## src/sv/bbs_pkg.sv

```systemverilog
// ----------------------------------------------------------------------------
// bbs_pkg
// Shared types and constants for the beacon backoff scheduler.
// ----------------------------------------------------------------------------
`default_nettype none

package bbs_pkg;

    localparam int CMD_W     = 3;
    localparam int WORD_W    = 16;
    localparam int COUNT_W   = 8;
    localparam int SECS_W    = 17;
    localparam int BCNT_W    = 9;
    localparam int CFG_IDX_W = 8;
    localparam int DIV_STEPS = WORD_W;
    localparam int STEP_W    = $clog2(DIV_STEPS);

    // command codes carried in the cmd field of an input beat
    typedef enum logic [CMD_W-1:0] {
        CMD_TICK  = 3'd0,
        CMD_START = 3'd1,
        CMD_STOP  = 3'd2,
        CMD_CHAN  = 3'd3,
        CMD_TX    = 3'd4
    } bbs_cmd_t;

    // register indexes on the configuration port
    localparam logic [CFG_IDX_W-1:0] REG_BACKOFF_SPAN = 8'd0;
    localparam logic [CFG_IDX_W-1:0] REG_MAX_BACKOFFS = 8'd1;
    localparam logic [CFG_IDX_W-1:0] REG_MIN_IDLE     = 8'd2;
    localparam logic [CFG_IDX_W-1:0] REG_MAX_IDLE     = 8'd3;

    typedef enum logic {
        ST_IDLE = 1'b0,
        ST_DIV  = 1'b1
    } bbs_state_t;

    typedef struct packed {
        logic [WORD_W-1:0]  backoff_span;
        logic [COUNT_W-1:0] max_backoffs;
        logic [WORD_W-1:0]  min_idle;
        logic [WORD_W-1:0]  max_idle;
    } bbs_cfg_t;

    typedef struct packed {
        logic              start;
        logic [WORD_W-1:0] dividend;
        logic [WORD_W-1:0] divisor;
    } bbs_div_req_t;

    typedef struct packed {
        logic              done;
        logic [WORD_W-1:0] rem;
    } bbs_div_rsp_t;

endpackage

`default_nettype wire

```

## src/sv/bbs_if.sv

```systemverilog
// ----------------------------------------------------------------------------
// bbs_if
// Valid/ready channel interfaces: command beats, result beats, register writes.
// ----------------------------------------------------------------------------
`default_nettype none

interface bbs_item_if;
    logic                      valid;
    logic                      ready;
    logic [bbs_pkg::CMD_W-1:0] cmd;
    logic                      channel_busy;
    logic                      transmitting;
    logic [bbs_pkg::WORD_W-1:0] random_word;

    modport source (output valid, cmd, channel_busy, transmitting, random_word,
                    input ready);
    modport sink   (input valid, cmd, channel_busy, transmitting, random_word,
                    output ready);
endinterface

interface bbs_result_if;
    logic valid;
    logic ready;
    logic transmit_now;
    logic started;
    logic stopped;

    modport source (output valid, transmit_now, started, stopped, input ready);
    modport sink   (input valid, transmit_now, started, stopped, output ready);
endinterface

interface bbs_cfg_if;
    logic                          valid;
    logic                          ready;
    logic [bbs_pkg::CFG_IDX_W-1:0] index;
    logic [bbs_pkg::WORD_W-1:0]    data;

    modport source (output valid, index, data, input ready);
    modport sink   (input valid, index, data, output ready);
endinterface

`default_nettype wire

```

## src/sv/beacon_backoff_scheduler.sv

```systemverilog
// ----------------------------------------------------------------------------
// beacon_backoff_scheduler
// Beacon transmit scheduler with carrier-sense random backoff on second ticks.
// ----------------------------------------------------------------------------
//  port     dir   beat contents
//  items    sink  cmd, channel_busy, transmitting, random_word
//  results  src   transmit_now, started, stopped (one beat per command)
//  cfg      sink  index, data (register write, always ready)
//
//  most commands finish in the accept cycle; the result is registered and the
//  next command is taken in the cycle that result beat leaves
//  a command that draws a random delay runs the shared remainder unit, one bit
//  a cycle, and the next command is taken only after the remainder is back
//  rst_n clears the scheduler state; registers return to their reset values
//  a stalled results beat holds the items side off only until it is taken
// ----------------------------------------------------------------------------
`default_nettype none

module beacon_backoff_scheduler (
    input  wire logic    clk,
    input  wire logic    rst_n,
    bbs_item_if.sink     items,
    bbs_result_if.source results,
    bbs_cfg_if.sink      cfg
);
    import bbs_pkg::*;

    bbs_cfg_t cfg_reg, cfg_next;

    assign cfg.ready = 1'b1;

    always_comb
    begin
        cfg_next = cfg_reg;
        if (cfg.valid)
        begin
            // writes beyond the last register are dropped
            unique case (cfg.index)
                REG_BACKOFF_SPAN: cfg_next.backoff_span = cfg.data;
                REG_MAX_BACKOFFS: cfg_next.max_backoffs = cfg.data[COUNT_W-1:0];
                REG_MIN_IDLE:     cfg_next.min_idle     = cfg.data;
                REG_MAX_IDLE:     cfg_next.max_idle     = cfg.data;
                default:
                begin
                end
            endcase
        end
    end

    always_ff @(posedge clk or negedge rst_n)
    begin
        if (!rst_n)
        begin
            cfg_reg.backoff_span <= WORD_W'(1);
            cfg_reg.max_backoffs <= '0;
            cfg_reg.min_idle     <= '0;
            cfg_reg.max_idle     <= '0;
        end
        else
        begin
            cfg_reg <= cfg_next;
        end
    end

    bbs_ctrl u_ctrl (
        .clk      (clk),
        .rst_n    (rst_n),
        .cfg_regs (cfg_reg),
        .items    (items),
        .results  (results)
    );

endmodule

`default_nettype wire

```

## src/sv/bbs_mod.sv

```systemverilog
// ----------------------------------------------------------------------------
// bbs_mod
// Shared restoring remainder unit, one dividend bit per cycle.
// ----------------------------------------------------------------------------
`default_nettype none

module bbs_mod (
    input  wire logic                  clk,
    input  wire logic                  rst_n,
    input  wire bbs_pkg::bbs_div_req_t req,
    output bbs_pkg::bbs_div_rsp_t      rsp
);
    import bbs_pkg::*;

    logic              busy_reg, busy_next;
    logic              done_reg, done_next;
    logic [STEP_W-1:0] step_reg, step_next;
    logic [WORD_W-1:0] rem_reg, rem_next;
    logic [WORD_W-1:0] quo_reg, quo_next;
    logic [WORD_W-1:0] div_reg, div_next;
    logic [WORD_W:0]   shifted;
    logic [WORD_W+1:0] diff;

    always_comb
    begin
        busy_next = busy_reg;
        done_next = 1'b0;
        step_next = step_reg;
        rem_next  = rem_reg;
        quo_next  = quo_reg;
        div_next  = div_reg;
        shifted   = {rem_reg, quo_reg[WORD_W-1]};
        diff      = {1'b0, shifted} - {2'b00, div_reg};
        if (req.start)
        begin
            busy_next = 1'b1;
            step_next = '0;
            rem_next  = '0;
            quo_next  = req.dividend;
            div_next  = req.divisor;
        end
        else if (busy_reg)
        begin
            // keep the trial difference unless it went negative
            rem_next  = diff[WORD_W+1] ? shifted[WORD_W-1:0] : diff[WORD_W-1:0];
            quo_next  = {quo_reg[WORD_W-2:0], 1'b0};
            step_next = step_reg + STEP_W'(1);
            if (step_reg == STEP_W'(DIV_STEPS - 1))
            begin
                busy_next = 1'b0;
                done_next = 1'b1;
            end
        end
    end

    always_ff @(posedge clk or negedge rst_n)
    begin
        if (!rst_n)
        begin
            busy_reg <= 1'b0;
            done_reg <= 1'b0;
            step_reg <= '0;
        end
        else
        begin
            busy_reg <= busy_next;
            done_reg <= done_next;
            step_reg <= step_next;
        end
    end

    always_ff @(posedge clk)
    begin
        rem_reg <= rem_next;
        quo_reg <= quo_next;
        div_reg <= div_next;
    end

    assign rsp.done = done_reg;
    assign rsp.rem  = rem_reg;

endmodule

`default_nettype wire

```

## src/sv/bbs_ctrl.sv

```systemverilog
// ----------------------------------------------------------------------------
// bbs_ctrl
// Scheduler state, command decode, result register and delay sequencing.
// ----------------------------------------------------------------------------
`default_nettype none

module bbs_ctrl (
    input  wire logic              clk,
    input  wire logic              rst_n,
    input  wire bbs_pkg::bbs_cfg_t cfg_regs,
    bbs_item_if.sink               items,
    bbs_result_if.source           results
);
    import bbs_pkg::*;

    bbs_state_t        state_reg, state_next;
    logic              enabled_reg, enabled_next;
    logic              armed_reg, armed_next;
    logic [SECS_W-1:0] secs_reg, secs_next;
    logic [BCNT_W-1:0] bcnt_reg, bcnt_next;
    logic              busy_reg, busy_next;
    logic              was_tx_reg, was_tx_next;
    logic              res_valid_reg, res_valid_next;
    logic              res_tx_reg, res_tx_next;
    logic              res_started_reg, res_started_next;
    logic              res_stopped_reg, res_stopped_next;
    logic [WORD_W-1:0] base_reg, base_next;

    logic              accept;
    logic [BCNT_W-1:0] bcnt_inc;
    bbs_div_req_t      div_req;
    bbs_div_rsp_t      div_rsp;

    bbs_mod u_mod (
        .clk   (clk),
        .rst_n (rst_n),
        .req   (div_req),
        .rsp   (div_rsp)
    );

    assign items.ready = (state_reg == ST_IDLE) && (!res_valid_reg || results.ready);
    assign accept      = items.valid && items.ready;
    assign bcnt_inc    = bcnt_reg + BCNT_W'(1);

    always_comb
    begin
        state_next       = state_reg;
        enabled_next     = enabled_reg;
        armed_next       = armed_reg;
        secs_next        = secs_reg;
        bcnt_next        = bcnt_reg;
        busy_next        = busy_reg;
        was_tx_next      = was_tx_reg;
        base_next        = base_reg;
        res_valid_next   = res_valid_reg && !results.ready;
        res_tx_next      = res_tx_reg;
        res_started_next = res_started_reg;
        res_stopped_next = res_stopped_reg;
        div_req.start    = 1'b0;
        div_req.dividend = items.random_word;
        div_req.divisor  = cfg_regs.backoff_span;

        unique case (state_reg)
            ST_IDLE:
            begin
                if (accept)
                begin
                    res_valid_next   = 1'b1;
                    res_tx_next      = 1'b0;
                    res_started_next = 1'b0;
                    res_stopped_next = 1'b0;
                    unique case (items.cmd)
                        CMD_TICK:
                        begin
                            if (armed_reg)
                            begin
                                if (secs_reg <= SECS_W'(1))
                                begin
                                    armed_next = 1'b0;
                                    secs_next  = '0;
                                    if (busy_reg)
                                    begin
                                        bcnt_next = bcnt_inc;
                                        if (bcnt_inc > {1'b0, cfg_regs.max_backoffs})
                                        begin
                                            enabled_next     = 1'b0;
                                            bcnt_next        = '0;
                                            res_stopped_next = 1'b1;
                                        end
                                        else if (enabled_reg)
                                        begin
                                            // zero span behaves as one
                                            div_req.start   = 1'b1;
                                            div_req.divisor =
                                                (cfg_regs.backoff_span == '0) ?
                                                WORD_W'(1) : cfg_regs.backoff_span;
                                            base_next       = '0;
                                            state_next      = ST_DIV;
                                        end
                                    end
                                    else
                                    begin
                                        bcnt_next   = '0;
                                        res_tx_next = 1'b1;
                                    end
                                end
                                else
                                begin
                                    secs_next = secs_reg - SECS_W'(1);
                                end
                            end
                        end
                        CMD_START:
                        begin
                            enabled_next     = 1'b1;
                            armed_next       = 1'b1;
                            secs_next        = SECS_W'(1);
                            bcnt_next        = '0;
                            res_started_next = 1'b1;
                            res_stopped_next = 1'b1;
                        end
                        CMD_STOP:
                        begin
                            enabled_next     = 1'b0;
                            armed_next       = 1'b0;
                            secs_next        = '0;
                            bcnt_next        = '0;
                            res_stopped_next = 1'b1;
                        end
                        CMD_CHAN:
                        begin
                            busy_next = items.channel_busy;
                        end
                        CMD_TX:
                        begin
                            // idle delay only on the falling edge of transmitting
                            if (was_tx_reg && !items.transmitting && enabled_reg)
                            begin
                                if (cfg_regs.max_idle > cfg_regs.min_idle)
                                begin
                                    div_req.start   = 1'b1;
                                    div_req.divisor = cfg_regs.max_idle - cfg_regs.min_idle;
                                    base_next       = cfg_regs.min_idle;
                                    state_next      = ST_DIV;
                                end
                                else
                                begin
                                    armed_next = 1'b1;
                                    secs_next  = {1'b0, cfg_regs.min_idle};
                                end
                            end
                            was_tx_next = items.transmitting;
                        end
                        default:
                        begin
                        end
                    endcase
                end
            end
            ST_DIV:
            begin
                if (div_rsp.done)
                begin
                    armed_next = 1'b1;
                    secs_next  = {1'b0, base_reg} + {1'b0, div_rsp.rem};
                    state_next = ST_IDLE;
                end
            end
            default:
            begin
                state_next = ST_IDLE;
            end
        endcase
    end

    always_ff @(posedge clk or negedge rst_n)
    begin
        if (!rst_n)
        begin
            state_reg     <= ST_IDLE;
            enabled_reg   <= 1'b0;
            armed_reg     <= 1'b0;
            secs_reg      <= '0;
            bcnt_reg      <= '0;
            busy_reg      <= 1'b0;
            was_tx_reg    <= 1'b0;
            res_valid_reg <= 1'b0;
        end
        else
        begin
            state_reg     <= state_next;
            enabled_reg   <= enabled_next;
            armed_reg     <= armed_next;
            secs_reg      <= secs_next;
            bcnt_reg      <= bcnt_next;
            busy_reg      <= busy_next;
            was_tx_reg    <= was_tx_next;
            res_valid_reg <= res_valid_next;
        end
    end

    always_ff @(posedge clk)
    begin
        base_reg        <= base_next;
        res_tx_reg      <= res_tx_next;
        res_started_reg <= res_started_next;
        res_stopped_reg <= res_stopped_next;
    end

    assign results.valid        = res_valid_reg;
    assign results.transmit_now = res_tx_reg;
    assign results.started      = res_started_reg;
    assign results.stopped      = res_stopped_reg;

endmodule

`default_nettype wire
```

## src/flat_wrapper.sv

```systemverilog
// flat-port wrapper written by rule: the top's interface ports become plain ports
module beacon_backoff_scheduler_flat import bbs_pkg::*;
  (clk, rst_n, items_valid, items_cmd, items_channel_busy, items_transmitting, items_random_word, items_ready, results_valid, results_transmit_now, results_started, results_stopped, results_ready, cfg_valid, cfg_index, cfg_data, cfg_ready);
  bbs_item_if items_i ();
  bbs_result_if results_i ();
  bbs_cfg_if cfg_i ();
  input  wire logic clk;
  input  wire logic rst_n;
  input wire logic [$bits(items_i.valid)-1:0] items_valid;
  input wire logic [$bits(items_i.cmd)-1:0] items_cmd;
  input wire logic [$bits(items_i.channel_busy)-1:0] items_channel_busy;
  input wire logic [$bits(items_i.transmitting)-1:0] items_transmitting;
  input wire logic [$bits(items_i.random_word)-1:0] items_random_word;
  output wire logic [$bits(items_i.ready)-1:0] items_ready;
  output wire logic [$bits(results_i.valid)-1:0] results_valid;
  output wire logic [$bits(results_i.transmit_now)-1:0] results_transmit_now;
  output wire logic [$bits(results_i.started)-1:0] results_started;
  output wire logic [$bits(results_i.stopped)-1:0] results_stopped;
  input wire logic [$bits(results_i.ready)-1:0] results_ready;
  input wire logic [$bits(cfg_i.valid)-1:0] cfg_valid;
  input wire logic [$bits(cfg_i.index)-1:0] cfg_index;
  input wire logic [$bits(cfg_i.data)-1:0] cfg_data;
  output wire logic [$bits(cfg_i.ready)-1:0] cfg_ready;
  assign items_i.valid = items_valid;
  assign items_i.cmd = items_cmd;
  assign items_i.channel_busy = items_channel_busy;
  assign items_i.transmitting = items_transmitting;
  assign items_i.random_word = items_random_word;
  assign items_ready = items_i.ready;
  assign results_valid = results_i.valid;
  assign results_transmit_now = results_i.transmit_now;
  assign results_started = results_i.started;
  assign results_stopped = results_i.stopped;
  assign results_i.ready = results_ready;
  assign cfg_i.valid = cfg_valid;
  assign cfg_i.index = cfg_index;
  assign cfg_i.data = cfg_data;
  assign cfg_ready = cfg_i.ready;
  beacon_backoff_scheduler u_core (.clk(clk), .rst_n(rst_n), .items(items_i), .results(results_i), .cfg(cfg_i));
endmodule
```

## config.mk

```make
export PLATFORM = sky130hd
export DESIGN_NAME = beacon_backoff_scheduler_flat
export DESIGN_NICKNAME = d
export VERILOG_FILES = /design/src/sv/bbs_pkg.sv /design/src/sv/bbs_if.sv /design/src/sv/beacon_backoff_scheduler.sv /design/src/sv/bbs_mod.sv /design/src/sv/bbs_ctrl.sv /design/src/flat_wrapper.sv
export SDC_FILE = /design/constraint.sdc
export NUM_CORES = 1
export LEC_CHECK = 0
export BUFFER_PORTS_ARGS = -buffer_cell sky130_fd_sc_hd__buf_4
export CAP_MARGIN = 20
export CORE_MARGIN = 2
export CORE_UTILIZATION = 58
export DETAILED_ROUTE_END_ITERATION = 10
export GPL_ROUTABILITY_DRIVEN = 0
export PLACE_DENSITY = 0.76
export SETUP_SLACK_MARGIN = 0.1
export SLEW_MARGIN = 30
export SYNTH_ARGS = -nofsm -noshare
export SYNTH_HDL_FRONTEND = slang
export SYNTH_SLANG_ARGS = --single-unit
export TNS_END_PERCENT = 100
```

## constraint.sdc

```tcl
create_clock -name clk -period 4.88 [get_ports clk]
set_input_delay 0.488 -clock clk [delete_from_list [all_inputs] [get_ports clk]]
set_output_delay 0.488 -clock clk [all_outputs]
set_load 0.05 [all_outputs]
```

==> reports/results.tsv <==
stage	metric	value	unit
global_route	number of global-route vias before repair	7224	
global_route	GRT Resource Usage Total	0.261	
final_layout	antenna cell count	0	
sta	Fin. Hold Viols	0	
clock_network	number of sinks on the clock net	161	
die	Boundary Pins	56	
worst_setup_path	Reg2Reg Depth	13	
final_layout	Area Growth Syn to Fin	12.7	%
global_route	routing usage on met1	0.332	
clock_network	clk slew on worst S/H paths	0.07	ns
clock_network	total CTS buffers	17	
synth	Syn Nets	1058	
final_layout	layout cells sized above 1	0.177	
drt	vias per cell	5.92	
power	P per Cell Area	324	mW/mm²
synth	Seq/Total Area, Yosys	0.437	
sta	fin crit share	0.824	
power	Clk network pwr share	0.369	
final_layout	FF/Latch Area	0.00421	mm²
status	status	completed	
worst_setup_path	flop-to-flop setup slack	0.86	ns
clock_network	Worst-Skew Late Latency	0.43	ns
drt	WL/cell	17.8	µm
clock_network	root buf cell	clkbuf_16	
die	row cnt	47	
global_route	global route overflow	0	
job	Max Cap Viol	0	
die	core area	0.0164	mm²
place	number of port buffers	54	
synth	synth top area cells	dfrtp_1, edfxtp_1, ha_1, mux2_2, nor2_1	
global_route	pin count of the biggest net entering global routing	60	
drt	DRC Markers	0	
sta	Peak Freq	249	MHz
sta	Worst-Margin Slew	0.897	ns
synth	EDFF count, synth	51	
final_layout	area of the multi-input gates	0.00505	mm²
final_layout	nets	1113	
clock_network	H-Tree Depth	4	
drt	1st-iter DRT viols	560	
clock_network	CTS tree	yes	
sta	Final TNS setup	0	ns
final_layout	max reg flops	56	
sta	final setup vio count	0	
power	total power	0.00351	W
die	die width	133	µm
clock_network	post_cts resized	0	
synth	Synth Cell Area	0.00962	mm²
global_route	GRT met2 Usage	0.452	
die	die span in y	133	µm
die	Die ar.	0.0176	mm²
drt	1st-pass router iterations	5	
worst_setup_path	crit path launch type	flop	
sta	max-slew violations	0	
place	dpl hpwl	16100	µm
power	combinational share of power	0.190	
worst_setup_path	Crit path arrival time	4.20	ns
global_route	met3 Usage GRT	0.0452	
worst_setup_path	Worst Path Max Fanout	40	
global_route	initial antenna violation count	0	
global_route	Top Usage Layer GRT	met2	
synth	asr flop ratio synth	0.584	
power	sw frac	0.293	
worst_setup_path	Worst Setup End Kind	flop	
worst_setup_path	worst endpoint required time	5.06	ns
power	Internal	0.00248	W
sta	Final Critical Period	4.02	ns
power	Flop pwr share	0.441	
clock_network	hold buffer count at CTS	0	
final_layout	Fill cells	1266	
clock_network	CTS max path bufs	2	
global_route	global-route wire length before repair	36300	µm
synth	Yosys top cell area share	0.242	
synth	leading area contributor after synthesis	dfrtp_1	
power	Psw	0.00103	W
power	P_leak	4.84	nW
sta	RSZ-0062 raised after global routing	false	
synth	Yosys reg bits	161	
worst_setup_path	worst r2r dst	u_core.u_ctrl.u_mod.quo_reg[15]$_DFFE_PP_	
synth	Unique masters post-synth	80	
worst_setup_path	FF-to-FF Start	u_core.u_ctrl.bcnt_reg[0]$_DFFE_PN0P_	
drt	Post-DRT Antenna Nets	0	
synth	main flop type after synthesis	dfrtp_1	
clock_network	# Post-CTS Setup Buffers	0	
synth	Gate Count Post-Synth	945	
worst_setup_path	critical path type	flop to flop	
power	maximum VDD drop	0.275	mV
drt	vias after detailed routing	7297	
worst_setup_path	worst setup path startpoint	u_core.u_ctrl.bcnt_reg[0]$_DFFE_PN0P_	
sta	Clock Skew	0.00812	ns
synth	synthesized area per cell	10.2	µm²
min_path	Hold Path Class	primary input to async pin	
sta	slew margin rel.	0.400	
worst_setup_path	critical path endpoint	u_core.u_ctrl.u_mod.quo_reg[15]$_DFFE_PP_	
die	Initial Util	0.586	
drt	WL final	21900	µm
synth	yosys warns	0	
-- power by group through the flow --
stage               Sequential (W)  Clock, W  Combinational (W)
finish                     0.00155   0.00129           0.000666
global route               0.00156   0.00137           0.000742
CTS                        0.00155   0.00131           0.000663
detailed placement         0.00157         0           0.000657
global placement           0.00157         0           0.000644
floorplan                  0.00156         0           0.000483
-- routing by layer --
| layer | wire length, µm | vias to the layer above |
|---|---|---|
| li1 | - | 3553 |
| met1 | 9670 | 3522 |
| met2 | 10900 | 191 |
| met3 | 996 | 31 |
| met4 | 359 | 0 |
| met5 | 0 | - |
-- per-stage QoR --
step | hold slack (ns) | worst slack, ns | utilization | instance area [µm²] | instances
2_1_floorplan | 0.192 | 0.658 | - | 9620 | 945
3_3_place_gp | 0.487 | 0.969 | 0.625 | 10300 | 1200
3_5_place_dp | 0.493 | 0.853 | 0.625 | 10300 | 1200
4_1_cts | 0.0451 | 0.840 | 0.660 | 10800 | 1232
5_1_grt | 0.0567 | 0.536 | 0.661 | 10800 | 1233
6_report | 0.0352 | 0.861 | 0.661 | 10800 | 1233
-- layout by cell type (no fill, tap or decap), types with 6 or more instances in the layout --
cell,n
o21ai_0,48
mux2_1,14
a211oi_1,18
xor2_1,23
dfrtp_1,93
nor4_1,13
xnor2_1,28
o211ai_1,7
nand3_1,17
mux2i_1,12
buf_4,66
mux2_2,62
and3_1,6
inv_1,60
edfxtp_1,51
a21oi_1,41
a31oi_1,6
and2_1,7
clkbuf_16,17
dfxtp_1,16
ha_1,60
o21a_1,18
nand4_1,8
nor3_1,16
nor2_1,89
nand2b_1,10
nand2_1,67
a21o_1,19
nor2b_1,6
-- critical path: stages, from the launching register on --
cell and delay, ns:
dfrtp_1 0.43, ha_1 0.25, nand3_1 0.18, nor2_1 0.20, xor2_1 0.18, ha_1 0.26
o21a_1 0.12, o21a_1 0.16, o22ai_1 0.19, o2111ai_1 0.20, or4_4 0.55, o21ai_4 0.21
buf_4 0.44, mux2_2 0.39
-- synth_stat cells, drive strengths merged, types with 4 or more instances --
cell	instances
mux2	76
nor4	15
nand2b	11
xor2	23
nand2	67
o31a	4
nor3	16
or4	5
a21o	19
nor2b	6
nand4	8
mux2i	12
o21a	18
o31ai	5
inv	61
o21bai	5
xnor2	28
ha	60
dfrtp	93
dfxtp	16
nand3b	4
buf	8
nor2	89
and2	8
o211ai	7
edfxtp	51
nand3	17
clkbuf	23
o21ai	50
or3	5
or2	5
a211oi	18
a21oi	41
o41ai	4
and3	6
a31oi	7
a21boi	5
-- final cells by class --
class | instances | area share
tap | 220 | 0.0254
sequential | 161 | 0.388
clock buffer | 18 | 0.0405
multi-input combinational | 691 | 0.466
timing repair buffer | 67 | 0.0471
clock inverter | 14 | 0.0121
inverter | 62 | 0.0215
-- worst min-delay path by stage --
stage | to | slack [ns]
2_1_floorplan | u_core.cfg_reg[0]$_DFFE_PN0P_ | 0.19
3_3_place_gp | u_core.cfg_reg[0]$_DFFE_PN0P_ | 0.49
3_5_place_dp | u_core.u_ctrl.was_tx_reg$_DFFE_PN0P_ | 0.49
4_1_cts | u_core.u_ctrl.u_mod.busy_reg$_DFF_PN0_ | 0.05
5_1_grt | u_core.u_ctrl.u_mod.busy_reg$_DFF_PN0_ | 0.06
6_report | u_core.u_ctrl.u_mod.busy_reg$_DFF_PN0_ | 0.04
-- cell families after synthesis --
| logic type | count (synthesis) | synth area share |
|---|---|---|
| xor gates and xnor gates | 51 | 0.0464 |
| DFF | 161 | 0.437 |
| muxes | 88 | 0.101 |
| other | 1 | 0.000390 |
| adders and majority gates | 63 | 0.0843 |
| buffers and inverters | 93 | 0.0384 |
| AOI/OAI and AO/OA | 221 | 0.156 |
| and+or+nand+nor | 267 | 0.135 |
Note: power is estimated with default switching activity, not from simulation.
